$ cat src/rtl/mbgs_pkg.sv
`default_nettype none
// ----------------------------------------------------------------------------
// Mirrored-border grid sampler - shared package
// Field widths, register map, configuration record and pipeline sizing.
// ----------------------------------------------------------------------------
package mbgs_pkg;

    localparam int CFG_W   = 13;              // configuration register width
    localparam int CELL_W  = 6;               // grid column / row width
    localparam int XY_W    = 12;              // frame_x / frame_y width
    localparam int IDX_W   = 24;              // pixel_index width
    localparam int PROD_W  = CELL_W + 1 + CFG_W;  // (2*cell+1) * canvas
    localparam int PER_W   = CFG_W + 1;       // mirror period 2*(n-1)
    localparam int OFF_W   = CFG_W + 1;       // signed centring offset
    localparam int VAL_W   = PROD_W + 1;      // signed coordinate before mirroring
    localparam int MAG_W   = PROD_W;          // magnitude of that coordinate
    localparam int MOD_BPS = 2;               // remainder bits resolved per stage
    localparam int MOD_STAGES = (MAG_W + MOD_BPS - 1) / MOD_BPS;
    localparam int MOD_TW  = MOD_STAGES * MOD_BPS;
    localparam int MUL2_W  = 2 * CFG_W;

    localparam int ADDR_W  = 4;
    localparam int DATA_W  = 32;

    localparam logic [1:0] REG_CANVAS_W = 2'd0;
    localparam logic [1:0] REG_CANVAS_H = 2'd1;
    localparam logic [1:0] REG_FRAME_W  = 2'd2;
    localparam logic [1:0] REG_FRAME_H  = 2'd3;

    localparam logic [CFG_W-1:0] RST_CANVAS_W = 13'd800;
    localparam logic [CFG_W-1:0] RST_CANVAS_H = 13'd600;
    localparam logic [CFG_W-1:0] RST_FRAME_W  = 13'd640;
    localparam logic [CFG_W-1:0] RST_FRAME_H  = 13'd480;

    typedef struct packed {
        logic [CFG_W-1:0] canvas_w;
        logic [CFG_W-1:0] canvas_h;
        logic [CFG_W-1:0] frame_w;
        logic [CFG_W-1:0] frame_h;
    } t_cfg;

endpackage
`default_nettype wire

$ cat src/rtl/mbgs_cfg.sv
`default_nettype none
// ----------------------------------------------------------------------------
// Mirrored-border grid sampler - configuration registers
// APB register file for canvas and frame sizes, clamped to MAX_DIM on write.
// ----------------------------------------------------------------------------
module mbgs_cfg #(
    parameter int MAX_DIM = 4096
) (
    input  wire                           i_clk,
    input  wire                           i_rst_n,
    input  wire                           psel,
    input  wire                           penable,
    input  wire                           pwrite,
    input  wire  [mbgs_pkg::ADDR_W-1:0]   paddr,
    input  wire  [mbgs_pkg::DATA_W-1:0]   pwdata,
    output logic [mbgs_pkg::DATA_W-1:0]   prdata,
    output logic                          pready,
    output mbgs_pkg::t_cfg                o_cfg
);

    mbgs_pkg::t_cfg                  r_cfg;
    logic                            w_wr;
    logic [1:0]                      w_sel;
    logic [mbgs_pkg::CFG_W-1:0]      w_val;
    logic [mbgs_pkg::CFG_W-1:0]      w_clamp;
    logic [mbgs_pkg::CFG_W-1:0]      w_rd;

    assign pready  = 1'b1;
    assign w_wr    = psel & penable & pwrite & pready;
    assign w_sel   = paddr[3:2];
    assign w_val   = pwdata[mbgs_pkg::CFG_W-1:0];
    assign w_clamp = (int'(w_val) > MAX_DIM) ? mbgs_pkg::CFG_W'(MAX_DIM) : w_val;

    always_ff @(posedge i_clk) begin
        if (!i_rst_n) begin
            r_cfg.canvas_w <= mbgs_pkg::RST_CANVAS_W;
            r_cfg.canvas_h <= mbgs_pkg::RST_CANVAS_H;
            r_cfg.frame_w  <= mbgs_pkg::RST_FRAME_W;
            r_cfg.frame_h  <= mbgs_pkg::RST_FRAME_H;
        end else if (w_wr) begin
            unique case (w_sel)
                mbgs_pkg::REG_CANVAS_W: r_cfg.canvas_w <= w_clamp;
                mbgs_pkg::REG_CANVAS_H: r_cfg.canvas_h <= w_clamp;
                mbgs_pkg::REG_FRAME_W:  r_cfg.frame_w  <= w_clamp;
                mbgs_pkg::REG_FRAME_H:  r_cfg.frame_h  <= w_clamp;
                default:                r_cfg.frame_h  <= r_cfg.frame_h;
            endcase
        end
    end

    always_comb begin
        unique case (w_sel)
            mbgs_pkg::REG_CANVAS_W: w_rd = r_cfg.canvas_w;
            mbgs_pkg::REG_CANVAS_H: w_rd = r_cfg.canvas_h;
            mbgs_pkg::REG_FRAME_W:  w_rd = r_cfg.frame_w;
            mbgs_pkg::REG_FRAME_H:  w_rd = r_cfg.frame_h;
            default:                w_rd = '0;
        endcase
    end

    assign prdata = mbgs_pkg::DATA_W'(w_rd);
    assign o_cfg  = r_cfg;

endmodule
`default_nettype wire

$ cat src/rtl/mbgs_mod.sv
`default_nettype none
// ----------------------------------------------------------------------------
// Mirrored-border grid sampler - pipelined mirror fold
// Restoring remainder by the period 2*(n-1), two bits per stage, then the
// sign fix-up and the reflection into [0, n).
// ----------------------------------------------------------------------------
module mbgs_mod (
    input  wire                          i_clk,
    input  wire                          i_rst_n,
    input  wire                          i_en,
    input  wire                          i_valid,
    input  wire  [mbgs_pkg::MAG_W-1:0]   i_mag,
    input  wire                          i_neg,
    input  wire  [mbgs_pkg::CFG_W-1:0]   i_size,
    output logic                         o_valid,
    output logic [mbgs_pkg::CFG_W-1:0]   o_coord
);

    localparam int NS = mbgs_pkg::MOD_STAGES;
    localparam int TW = mbgs_pkg::MOD_TW;
    localparam int BP = mbgs_pkg::MOD_BPS;
    localparam int PW = mbgs_pkg::PER_W;

    logic [PW-1:0]  w_per;
    logic [TW-1:0]  w_mag_pad;

    logic           r_v   [NS];
    logic           r_neg [NS];
    logic [TW-1:0]  r_u   [NS];
    logic [PW-1:0]  r_rem [NS];

    logic           r_fv;
    logic [PW-1:0]  r_m;
    logic           r_ov;
    logic [mbgs_pkg::CFG_W-1:0] r_coord;

    assign w_per     = {i_size - mbgs_pkg::CFG_W'(1), 1'b0};
    assign w_mag_pad = TW'(i_mag);

    for (genvar k = 0; k < NS; k++) begin : g_st
        logic           w_pv;
        logic           w_pneg;
        logic [TW-1:0]  w_pu;
        logic [PW-1:0]  w_prem;
        logic [PW-1:0]  w_rem;

        if (k == 0) begin : g_first
            assign w_pv   = i_valid;
            assign w_pneg = i_neg;
            assign w_pu   = w_mag_pad;
            assign w_prem = '0;
        end else begin : g_next
            assign w_pv   = r_v[k-1];
            assign w_pneg = r_neg[k-1];
            assign w_pu   = r_u[k-1];
            assign w_prem = r_rem[k-1];
        end

        // shift in the next dividend bits, subtract the period where it fits
        always_comb begin
            logic [PW:0] t;
            t     = '0;
            w_rem = w_prem;
            for (int j = 0; j < BP; j++) begin
                t = {w_rem, w_pu[TW-1-k*BP-j]};
                if (t >= {1'b0, w_per}) begin
                    t = t - {1'b0, w_per};
                end
                w_rem = t[PW-1:0];
            end
        end

        always_ff @(posedge i_clk) begin
            if (!i_rst_n) begin
                r_v[k] <= 1'b0;
            end else if (i_en) begin
                r_v[k] <= w_pv;
            end
        end

        always_ff @(posedge i_clk) begin
            if (i_en) begin
                r_neg[k] <= w_pneg;
                r_u[k]   <= w_pu;
                r_rem[k] <= w_rem;
            end
        end
    end

    // fold a negative value back into [0, period)
    always_ff @(posedge i_clk) begin
        if (!i_rst_n) begin
            r_fv <= 1'b0;
            r_ov <= 1'b0;
        end else if (i_en) begin
            r_fv <= r_v[NS-1];
            r_ov <= r_fv;
        end
    end

    always_ff @(posedge i_clk) begin
        if (i_en) begin
            if (r_neg[NS-1] && (r_rem[NS-1] != '0)) begin
                r_m <= w_per - r_rem[NS-1];
            end else begin
                r_m <= r_rem[NS-1];
            end
            if (i_size <= mbgs_pkg::CFG_W'(1)) begin
                r_coord <= '0;
            end else if (r_m < {1'b0, i_size}) begin
                r_coord <= r_m[mbgs_pkg::CFG_W-1:0];
            end else begin
                r_coord <= mbgs_pkg::CFG_W'(w_per - r_m);
            end
        end
    end

    assign o_valid = r_ov;
    assign o_coord = r_coord;

endmodule
`default_nettype wire

$ cat src/rtl/mbgs_axis.sv
`default_nettype none
// ----------------------------------------------------------------------------
// Mirrored-border grid sampler - one axis
// Cell centre to canvas pixel by reciprocal multiply, centring offset, then
// the mirror fold into the frame.
// ----------------------------------------------------------------------------
module mbgs_axis #(
    parameter int GRID = 64
) (
    input  wire                          i_clk,
    input  wire                          i_rst_n,
    input  wire                          i_en,
    input  wire                          i_valid,
    input  wire  [mbgs_pkg::CELL_W-1:0]  i_cell,
    input  wire  [mbgs_pkg::CFG_W-1:0]   i_canvas,
    input  wire  [mbgs_pkg::CFG_W-1:0]   i_frame,
    output logic                         o_valid,
    output logic [mbgs_pkg::CFG_W-1:0]   o_coord
);

    localparam int PW  = mbgs_pkg::PROD_W;
    localparam int VW  = mbgs_pkg::VAL_W;
    localparam int UW  = mbgs_pkg::MAG_W;
    localparam int OW  = mbgs_pkg::OFF_W;
    localparam int DIV = 2 * GRID;
    localparam int M   = (1 << PW) / DIV;
    localparam int MW  = $clog2(M + 1);
    localparam int QW  = $clog2(((1 << PW) - 1) / DIV + 1);
    localparam int RW  = $clog2(2 * DIV);
    localparam int XW  = PW + MW;

    localparam logic [MW-1:0] M_L   = MW'(M);
    localparam logic [PW-1:0] DIV_P = PW'(DIV);
    localparam logic [RW-1:0] DIV_R = RW'(DIV);

    logic [PW-1:0]         w_p;
    logic [XW-1:0]         w_x;
    logic [PW-1:0]         w_qx;
    logic [PW-1:0]         w_qd;
    logic [PW-1:0]         w_remf;
    logic signed [OW-1:0]  w_d;
    logic signed [OW-1:0]  w_d_adj;
    logic signed [OW-1:0]  w_off;
    logic signed [VW-1:0]  w_v;

    logic                  r_v1, r_v2, r_v3, r_v4, r_v5;
    logic [PW-1:0]         r_p1, r_p2;
    logic [QW-1:0]         r_q2, r_q3;
    logic [RW-1:0]         r_rem3;
    logic [QW-1:0]         r_c4;
    logic [UW-1:0]         r_mag5;
    logic                  r_neg5;

    assign w_p  = PW'({i_cell, 1'b1}) * PW'(i_canvas);
    assign w_x  = XW'(r_p1) * XW'(M_L);
    assign w_qx = PW'(r_q2);
    assign w_qd = w_qx * DIV_P;
    assign w_remf = r_p2 - w_qd;

    // offset = (canvas - frame) / 2, truncated toward zero
    assign w_d     = $signed({1'b0, i_canvas}) - $signed({1'b0, i_frame});
    assign w_d_adj = w_d + $signed(OW'(w_d[OW-1]));
    assign w_off   = w_d_adj >>> 1;
    assign w_v     = VW'($signed({1'b0, r_c4})) - VW'(w_off);

    always_ff @(posedge i_clk) begin
        if (!i_rst_n) begin
            r_v1 <= 1'b0;
            r_v2 <= 1'b0;
            r_v3 <= 1'b0;
            r_v4 <= 1'b0;
            r_v5 <= 1'b0;
        end else if (i_en) begin
            r_v1 <= i_valid;
            r_v2 <= r_v1;
            r_v3 <= r_v2;
            r_v4 <= r_v3;
            r_v5 <= r_v4;
        end
    end

    always_ff @(posedge i_clk) begin
        if (i_en) begin
            r_p1   <= w_p;
            r_p2   <= r_p1;
            r_q2   <= w_x[PW +: QW];
            r_q3   <= r_q2;
            r_rem3 <= w_remf[RW-1:0];
            // estimate is at most one short
            r_c4   <= r_q3 + QW'(r_rem3 >= DIV_R);
            r_neg5 <= w_v[VW-1];
            r_mag5 <= w_v[VW-1] ? UW'(-w_v) : UW'(w_v);
        end
    end

    mbgs_mod u_mod (
        .i_clk   (i_clk),
        .i_rst_n (i_rst_n),
        .i_en    (i_en),
        .i_valid (r_v5),
        .i_mag   (r_mag5),
        .i_neg   (r_neg5),
        .i_size  (i_frame),
        .o_valid (o_valid),
        .o_coord (o_coord)
    );

endmodule
`default_nettype wire

$ cat src/rtl/mirrored_border_grid_sampler.sv
`default_nettype none
// ----------------------------------------------------------------------------
// Mirrored-border grid sampler
// Maps a backdrop grid cell to the mirrored frame pixel that fills it.
// ----------------------------------------------------------------------------
// Throughput: one request per cycle while the skid entry is empty; the depth
// is set by the 20-bit restoring remainder for the mirror fold, two bits per
// stage over ten stages.
// A two-entry output buffer keeps input flowing while a result waits.
// Reset clears all valid bits and loads sizes 800 x 600 canvas, 640 x 480
// frame; no clearing pass is needed.
module mirrored_border_grid_sampler #(
    parameter int GRID_W  = 64,
    parameter int GRID_H  = 36,
    parameter int MAX_DIM = 4096
) (
    input  wire                          i_clk,
    input  wire                          i_rst_n,
    // slave request: [5:0] grid_col, [11:6] grid_row, [15:12] zero
    input  wire                          s_axis_tvalid,
    output logic                         s_axis_tready,
    input  wire  [15:0]                  s_axis_tdata,
    // master result: [11:0] frame_x, [23:12] frame_y, [47:24] pixel_index
    output logic                         m_axis_tvalid,
    input  wire                          m_axis_tready,
    output logic [47:0]                  m_axis_tdata,
    // master result flag: [0] fill_needed
    output logic                         m_axis_tuser,
    input  wire                          psel,
    input  wire                          penable,
    input  wire                          pwrite,
    input  wire  [mbgs_pkg::ADDR_W-1:0]  paddr,
    input  wire  [mbgs_pkg::DATA_W-1:0]  pwdata,
    output logic [mbgs_pkg::DATA_W-1:0]  prdata,
    output logic                         pready
);

    localparam int CW = mbgs_pkg::CFG_W;
    localparam int XY = mbgs_pkg::XY_W;
    localparam int IW = mbgs_pkg::IDX_W;
    localparam int LW = mbgs_pkg::MUL2_W;

    mbgs_pkg::t_cfg  w_cfg;
    logic            w_en;
    logic            w_acc;
    logic            w_xv, w_yv;
    logic [CW-1:0]   w_fx, w_fy;
    logic            w_fill;
    logic [LW-1:0]   w_mul;
    logic [LW-1:0]   w_sum;
    logic            w_push;
    logic            w_pop;
    logic [47:0]     w_res;

    logic            r_ix_valid;
    logic [XY-1:0]   r_fx, r_fy;
    logic [IW-1:0]   r_idx;
    logic            r_fill;
    logic            r_out_valid;
    logic [47:0]     r_out_data;
    logic            r_out_fill;
    logic            r_skid_valid;
    logic [47:0]     r_skid_data;
    logic            r_skid_fill;

    mbgs_cfg #(
        .MAX_DIM (MAX_DIM)
    ) u_cfg (
        .i_clk   (i_clk),
        .i_rst_n (i_rst_n),
        .psel    (psel),
        .penable (penable),
        .pwrite  (pwrite),
        .paddr   (paddr),
        .pwdata  (pwdata),
        .prdata  (prdata),
        .pready  (pready),
        .o_cfg   (w_cfg)
    );

    // the whole pipe advances unless the skid entry is occupied
    assign w_en          = ~r_skid_valid;
    assign s_axis_tready = ~r_skid_valid;
    assign w_acc         = s_axis_tvalid & s_axis_tready;

    mbgs_axis #(
        .GRID (GRID_W)
    ) u_axis_x (
        .i_clk    (i_clk),
        .i_rst_n  (i_rst_n),
        .i_en     (w_en),
        .i_valid  (w_acc),
        .i_cell   (s_axis_tdata[5:0]),
        .i_canvas (w_cfg.canvas_w),
        .i_frame  (w_cfg.frame_w),
        .o_valid  (w_xv),
        .o_coord  (w_fx)
    );

    mbgs_axis #(
        .GRID (GRID_H)
    ) u_axis_y (
        .i_clk    (i_clk),
        .i_rst_n  (i_rst_n),
        .i_en     (w_en),
        .i_valid  (w_acc),
        .i_cell   (s_axis_tdata[11:6]),
        .i_canvas (w_cfg.canvas_h),
        .i_frame  (w_cfg.frame_h),
        .o_valid  (w_yv),
        .o_coord  (w_fy)
    );

    assign w_fill = (w_cfg.canvas_w != '0) && (w_cfg.canvas_h != '0) &&
                    (w_cfg.frame_w != '0) && (w_cfg.frame_h != '0) &&
                    !((w_cfg.frame_w >= w_cfg.canvas_w) &&
                      (w_cfg.frame_h >= w_cfg.canvas_h));

    assign w_mul = LW'(w_fy) * LW'(w_cfg.frame_w);
    assign w_sum = w_mul + LW'(w_fx);

    always_ff @(posedge i_clk) begin
        if (!i_rst_n) begin
            r_ix_valid <= 1'b0;
        end else if (w_en) begin
            r_ix_valid <= w_xv & w_yv;
        end
    end

    // drop the coordinates when the frame covers the canvas or any size is zero
    always_ff @(posedge i_clk) begin
        if (w_en) begin
            r_fill <= w_fill;
            r_fx   <= w_fill ? w_fx[XY-1:0] : '0;
            r_fy   <= w_fill ? w_fy[XY-1:0] : '0;
            r_idx  <= w_fill ? w_sum[IW-1:0] : '0;
        end
    end

    assign w_res  = {r_idx, r_fy, r_fx};
    assign w_push = w_en & r_ix_valid;
    assign w_pop  = r_out_valid & m_axis_tready;

    always_ff @(posedge i_clk) begin
        if (!i_rst_n) begin
            r_out_valid  <= 1'b0;
            r_skid_valid <= 1'b0;
        end else if (r_skid_valid) begin
            if (w_pop) begin
                r_skid_valid <= 1'b0;
            end
        end else if (w_push) begin
            if (r_out_valid && !w_pop) begin
                r_skid_valid <= 1'b1;
            end else begin
                r_out_valid <= 1'b1;
            end
        end else if (w_pop) begin
            r_out_valid <= 1'b0;
        end
    end

    always_ff @(posedge i_clk) begin
        if (r_skid_valid) begin
            if (w_pop) begin
                r_out_data <= r_skid_data;
                r_out_fill <= r_skid_fill;
            end
        end else if (w_push) begin
            if (r_out_valid && !w_pop) begin
                r_skid_data <= w_res;
                r_skid_fill <= r_fill;
            end else begin
                r_out_data <= w_res;
                r_out_fill <= r_fill;
            end
        end
    end

    assign m_axis_tvalid = r_out_valid;
    assign m_axis_tdata  = r_out_data;
    assign m_axis_tuser  = r_out_fill;

    a_skid_implies_out: assert property (@(posedge i_clk) disable iff (!i_rst_n)
        r_skid_valid |-> r_out_valid)
        else $error("skid entry held without an output entry");

    a_skid_only_on_stall: assert property (@(posedge i_clk) disable iff (!i_rst_n)
        $rose(r_skid_valid) |-> ($past(r_out_valid) && !$past(m_axis_tready)))
        else $error("skid entry filled while output was free");

    a_axes_aligned: assert property (@(posedge i_clk) disable iff (!i_rst_n)
        w_xv == w_yv)
        else $error("axis pipelines out of step");

    a_no_fill_zero: assert property (@(posedge i_clk) disable iff (!i_rst_n)
        (m_axis_tvalid && !m_axis_tuser) |-> (m_axis_tdata == '0))
        else $error("non-zero coordinates on a covered frame");

endmodule
`default_nettype wire
$ cat config.mk
export PLATFORM = sky130hd
export DESIGN_NAME = mirrored_border_grid_sampler
export DESIGN_NICKNAME = d
export VERILOG_FILES = /design/src/rtl/mbgs_pkg.sv /design/src/rtl/mbgs_cfg.sv /design/src/rtl/mbgs_mod.sv /design/src/rtl/mbgs_axis.sv /design/src/rtl/mirrored_border_grid_sampler.sv
export SDC_FILE = /design/constraint.sdc
export NUM_CORES = 2
export LEC_CHECK = 0
export ABC_CLOCK_PERIOD_IN_PS = 33100
export BUFFER_PORTS_ARGS = -buffer_cell sky130_fd_sc_hd__buf_2
export CORE_MARGIN = 4
export CORE_UTILIZATION = 35
export CTS_CLUSTER_SIZE = 28
export DETAILED_ROUTE_END_ITERATION = 10
export GPL_TIMING_DRIVEN = 1
export PLACE_DENSITY_LB_ADDON = 0.25
export SETUP_SLACK_MARGIN = 0.4
export SYNTH_ARGS = -nofsm -noshare
export SYNTH_HDL_FRONTEND = slang
export SYNTH_SLANG_ARGS = --single-unit
$ cat constraint.sdc
create_clock -name i_clk -period 33.1 [get_ports i_clk]
set_clock_uncertainty 0.15 [all_clocks]
set_input_delay 8.275 -clock i_clk [delete_from_list [all_inputs] [get_ports i_clk]]
set_output_delay 8.275 -clock i_clk [all_outputs]
set_load 0.03 [all_outputs]
# Word-level counts from Yosys, hierarchy flattened
# Memories as Yosys holds them, arrays and structs flattened. A register that Yosys moved wholly into a read port is not among the register bits.
# Index checks and enable logic that the tools add are counted.
[totals]
n_memories = 8
ramBits = 720
out_inout_bits = 84
elab_cells = 313
regBits = 458
[mem_list]
columns = ["memory", "words", "word_bits", "rd", "rd_ports_with_merged_regs", "write_ports", "line", "text"]
rows = [
  ["u_axis_x.u_mod.r_u", 10, 20, 9, 0, 10, "mbgs_mod.sv:29", "logic [TW-1:0] r_u [NS];"],
  ["u_axis_y.u_mod.r_u", 10, 20, 9, 0, 10, "mbgs_mod.sv:29", ""],
  ["u_axis_x.u_mod.r_rem", 10, 14, 10, 0, 10, "mbgs_mod.sv:30", "logic [PW-1:0] r_rem [NS];"],
  ["u_axis_y.u_mod.r_rem", 10, 14, 10, 0, 10, "mbgs_mod.sv:30", ""],
  ["u_axis_x.u_mod.r_neg", 10, 1, 10, 0, 10, "mbgs_mod.sv:28", "logic r_neg [NS];"],
  ["u_axis_x.u_mod.r_v", 10, 1, 10, 1, 10, "mbgs_mod.sv:27", "logic r_v [NS];"],
  ["+2 memories", "--", "--", "--", "--", "--", "--", ""],
]
[classes]
reduce_logical = 30
mul = 5
addsub = 59
bitwise_logic = 27
n_eq_ne = 6
order_cmp = 49
muxes = 87
[ops]
columns = ["cell", "n"]
rows = [
  ["two-way mux 14 bit", 42],
  ["greater-or-equal comparator 15 x 14 -> 1 bit", 38],
  ["subtractor 14 bit", 40],
  ["two-way mux 48 bit", 4],
  ["case mux 13 bit (4 select lines)", 1],
  ["nonzero test 13 bit", 4],
  ["multiplier 7 x 13 -> 20 bit", 2],
  ["two-way mux 20 bit", 2],
  ["two-way mux 13 bit", 3],
  ["two-way mux 1 bit", 35],
  ["multiplier 20 x 14 -> 34 bit, second input constant", 1],
  ["adder 14 x 2 -> 14 bit", 2],
  ["greater-or-equal comparator 1 x 14 -> 1 bit", 2],
  ["less-than comparator 14 x 13 -> 1 bit", 2],
  ["nonzero test 14 bit", 2],
  ["subtractor 1 x 14 -> 14 bit", 2],
  ["subtractor 13 x 13 -> 14 bit", 2],
  ["greater-or-equal comparator 13 bit", 2],
  ["<= comparator 13 x 1 -> 1 bit, second input constant", 2],
  ["subtractor 13 x 1 -> 13 bit, second input constant", 2],
  ["subtractor 13 bit", 2],
  ["adder 24 x 13 -> 24 bit", 1],
  ["multiplier 13 x 13 -> 24 bit", 1],
  ["negation 15 -> 20 bit", 1],
  ["22 further kinds", 68],
]

# Logic depth before layout (Yosys ltp)
[depth]
ltp_word = 6
ltp_mapped = 30
mapped_depth_nobuf = 27

# Cells and area by module
# From an unflattened synthesis, not the netlist that was laid out.
[unflattened]
hier_cells = 8914
hier_area_um2 = 86331.5
[modules_own_cells]
columns = ["mod", "cells_each", "seq_area_each_um2", "area_each_um2", "n_inst"]
rows = [
  ["mbgs_mod at u_axis_x.u_mod", 2813, 8348.0, 26033.7, 1],
  ["mbgs_mod at u_axis_y.u_mod", 2806, 8348.0, 25837.3, 1],
  ["mbgs_axis at u_axis_y", 1153, 2892.8, 11911.4, 1],
  ["mirrored_border_grid_sampler", 1035, 4474.3, 11881.4, 1],
  ["mbgs_axis at u_axis_x", 842, 2292.2, 8067.7, 1],
  ["mbgs_cfg", 265, 1041.0, 2600.0, 1],
]

# Worst setup path before layout
# Ideal clock, no wire load.
[synth_path]
path_kind = "reg-to-output"
startpoint = "register r_skid_valid"
endpoint = "output port s_axis_tready"
path_slack_ns = 9.426
arrival_ns = 15.249
path_stages_with_launch = 4
cell_sequence = "dfxtp_1 -> clkbuf_1 -> clkbuf_1 -> inv_1"
[synth_via]
elab_chain_cells = 1
[synth_lines]
columns = ["item", "line", "text"]
rows = [
  ["start, declared", "mirrored_border_grid_sampler.sv:62", "logic r_skid_valid;"],
  ["start signal, assigned", "mirrored_border_grid_sampler.sv:147", "r_skid_valid <= 1'b0;"],
  ["start signal, assigned", "mirrored_border_grid_sampler.sv:150", "r_skid_valid <= 1'b0;"],
  ["start signal, assigned", "mirrored_border_grid_sampler.sv:154", "r_skid_valid <= 1'b1;"],
  ["NOT 1 bit (no line)", "--", ""],
  ["end, declared", "mirrored_border_grid_sampler.sv:21", "output logic s_axis_tready,"],
]
# Every way passes these cells.

# Worst setup path after layout
[layout_path]
startpoint = "input port paddr[2] in the netlist's numbering"
endpoint = "output port prdata[2] in the netlist's numbering"
[layout_via]
elab_chain_cells = 2
word_cells_on_any_way = 5
[layout_lines]
columns = ["item", "line", "text"]
rows = [
  ["start, declared", "mirrored_border_grid_sampler.sv:32", "input wire [mbgs_pkg::ADDR_W-1:0] paddr,"],
  ["equality test 2 bit (tied with other cells)", "mbgs_cfg.sv:52", "unique case (w_sel)"],
  ["case mux 13 bit (4 select lines) *", "mbgs_cfg.sv:52", ""],
  ["end, declared", "mirrored_border_grid_sampler.sv:34", "output logic [mbgs_pkg::DATA_W-1:0] prdata,"],
]
# Every way passes the cells marked *; elsewhere a longest branch is shown, timed or not.

==> impl_results.md <==
* Status: complete, no violations
* PostCTS Resize Cnt at 0
* Commonest cells after routing, fill and taps aside: ha_1 (910), inv_1 (892), edfxtp_1 (857), nand2_1 (712), nor2_1 (560)
* Vias per cell at 5.23
* Synth top area cells: edfxtp_1 (32%), ha_1 (14%), fa_1 (9.0%)
* Yosys synthesis warning count at 0
* CTS Buffer Depth at 3
* # port buffers at 97
* Slew Limit Headroom at 0.241
* CTS sink cnt at 923
* Post-synth top area share at 0.323
* Post-synth EDFFs at 857
* Area leader, netlist: edfxtp_1
* Gr usage total at 0.170
* Die height at 485 um
* Max_cap viols at 0
* Crit Path Max Fanout at 19
* Maximum VDD drop at 0.420 mV
* GPL Wtd Cong at 0.878
* Setup slack, reg-to-reg at 24,380 ps
* Slew Viols, Final at 0
* Vias in the first global route at 58,200
* Pre-Repair DR Iteration Count at 6
* Post-synth cell types at 98
* RR Startpoint: u_cfg.o_cfg[6]$_SDFFE_PN1P_
* Min-delay src: u_axis_x.u_mod.r_u[6][3]$_DFFE_PN_
* Largest net degree at the start of global routing at 86
* Ys async rst share at 0
* Min-Delay Path Depth at 0
* Endpoints failing setup at 0
* Detailed-route wire length per cell at 18.2 um
* Sequential share of the synthesized area at 0.340
* Io pins at 143
* Detailed-route via count at 58,600
* RSZ-0062 raised after global routing: false
* Iter 0 DRT Violations at 3,719
* Worst setup EP type: output pin
* Setup ws final at 15,010 ps
* DRT antenna net count at 0
* Hold crit path type: register to register
* Seq cells post-synth at 923
* Final Hold Fails at 0
* Critical R2R Capture: u_axis_y.u_mod.r_rem[8][11]$_DFFE_PN_
* Synthesized instance count at 7,992
* Core Rows at 174
* PwrDens at 104 nW/um2
* Final Util at 0.389
* Prevailing post-synth register cell: edfxtp_1
* Endpoint arrival time on the critical path at 9660 ps
* Post-route clock period utilization at 0.546
* Total wire length at 204,000 um
* Number of CTS-inserted buffers at 107
* Area growth, synth to finish at 10.1%
* Period minus WS final at 18,090 ps
* Most common cell on crit path: buf_2
* Worst-path clk slew at 60 ps
* Clock latency on the worst-skew pair at 770 ps
* CTS root buf: clkbuf_16
* Worst EP required at 24,680 ps
* Setup bufs post-CTS at 0
* CP max stage cell: mux4_2
* Antenna violations before repair at 13
* Setup Crit Path Kind: input pin to output pin
* Die width at 485 um
* Hold Crit Endpoint: u_axis_x.u_mod.r_u[7][3]$_DFFE_PN_
* Die area at 235,000 um2
* CORE AREA at 226,000 um2
* Synthesized area at 79,600 um2
* Syn avg cell area at 9.96 um2
* # DRC at 0
* Layout cells sized above 1 at 0.0908
* Commonest non-fill, non-tap cell in the layout: ha_1
* Worst-Margin Slew at 1130 ps
* Dpl ws at 14,990 ps
* Final setup TNS at 0 ps
* Initial core utilization at 0.353
* Net count, final at 9,442
* H-tree depth at 3
* TritonCTS clock tree: done
* Fmax at 55.3 MHz
* Setup crit start kind: input pin
* First-pass GRT wire length at 323,000 um
* DP HPWL at 153,000 um
* Leakage at 0.0389 uW
* Global route total overflow at 0
* Fillers at 22,200
* # hold bufs at CTS at 0
* CP cell instances: buf_2 -> mux4_2 -> buf_2
* Slowest stage delay, CP at 690 ps
* R2R depth at 21
-- sequential cells by signal, indices dropped and copies added, names as in the netlist, 13 cells and up --
| name | count |
|---|---|
| u_axis_x.r_q2 | 13 |
| u_axis_x.r_p1 | 13 |
| u_axis_x.u_mod.r_rem | 131 |
| m_axis_tdata | 48 |
| u_axis_y.r_p1 | 20 |
| u_axis_y.r_c4 | 14 |
| u_axis_x.u_mod.o_coord | 13 |
| u_axis_y.u_mod.r_m | 14 |
| u_axis_y.u_mod.r_rem | 135 |
| r_skid_data | 48 |
| u_axis_x.r_c4 | 13 |
| u_axis_x.u_mod.r_u | 99 |
| u_axis_y.r_mag5 | 20 |
| u_axis_x.r_mag5 | 20 |
| u_axis_y.u_mod.o_coord | 13 |
| u_axis_x.u_mod.r_m | 14 |
| u_axis_y.u_mod.r_u | 95 |
| u_axis_x.r_q3 | 13 |
| u_axis_y.r_q2 | 14 |
| r_idx | 24 |
| u_axis_y.r_q3 | 14 |
| u_cfg.o_cfg | 52 |
-- worst max-delay path by stage --
stage                                        from       endpoint  slack [ps]  cells past startpoint
final                                    paddr[2]      prdata[2]       15010                      3
after floorplan           r_skid_valid$_SDFF_PN0_  s_axis_tready        9430                      3
after global placement                   paddr[2]      prdata[0]       15010                      3
after global routing                     paddr[2]      prdata[2]       14930                      3
after CTS                                paddr[2]      prdata[0]       14980                      3
after detailed placement                 paddr[2]      prdata[0]       14990                      3
-- layer usage --
metal / up-vias / track usage / wire length, um
met3: 312 / 0.0258 / 9240
li1: 28600 / - / -
met5: - / 0 / 31
met4: 6 / 0.0503 / 6210
met1: 28600 / 0.225 / 92300
met2: 1103 / 0.289 / 96500
-- Yosys cell counts, types with 28 or more instances --
cell       number
edfxtp_1      857
a211oi_1       48
clkbuf_1      167
inv_1         895
ha_1          910
mux2_2        261
and3_1         63
a21oi_1       360
o2111ai_1      28
nand2b_1       72
or3_1          30
xnor2_1       297
a31oi_1        32
a21boi_0      108
o31ai_1        58
nand3_1       119
o21bai_1       50
nor2_1        560
dfxtp_1        66
a221oi_1       31
nand2_1       712
nand4_1       101
nor2b_1       156
xor2_1        167
o21a_1         81
a311oi_1       28
fa_1          358
nor4_1         56
mux2i_1        95
o21ai_1        35
nor3_1        139
o21ai_0       335
and2_1        158
mux2_1         36
a21o_1        148
or2_2          29
-- area by class of cell --
| class | count | area (um2) | share of cell area |
|---|---|---|---|
| Clock inverter | 69 | 813 | 0.00928 |
| Timing Repair Buffer | 192 | 1200 | 0.0137 |
| Antenna cell | 4 | 10.0 | 0.000114 |
| Inverter | 897 | 3370 | 0.0385 |
| Multi-Input combinational cell | 5994 | 48700 | 0.555 |
| Clock buffer | 130 | 2800 | 0.0319 |
| Sequential cell | 923 | 27100 | 0.309 |
| Tap cell | 2992 | 3740 | 0.0427 |
-- critical path: cells and delay by family --
kind / cells / cell delay, ps
buf+inv: 2 / 680
mux: 1 / 690
-- per-stage QoR --
step	power, uW	cells	hold slack [ps]	area (um2)
floorplan	6560	8021	250	79700
global placement	7800	11000	250	84000
detailed placement	7880	11000	255	84000
CTS	9210	11200	240	87600
global route	10100	11200	250	87600
finish	9090	11200	245	87700
-- power by group --
| part | switching [uW] | internal (uW) |
|---|---|---|
| sequential | 267 | 1990 |
| combinational | 3130 | 2480 |
| clock | 512 | 708 |
-- logic make-up (layout without fill, tap and decap cells) --
family                   Yosys count  count (layout)  synth area share
adder cells (fa/ha/maj)         1268            1268             0.233
other                              2              35         0.0000943
XOR/XNOR                         465             465            0.0512
AND/OR/NAND/NOR                 2280            2280             0.138
AO/OA/AOI/OAI                   1545            1545             0.128
multiplexers                     405             405            0.0576
buffers and inverters           1104            1288            0.0531
flip-flops                       923             923             0.340
Power figures use the tool's default switching activity.
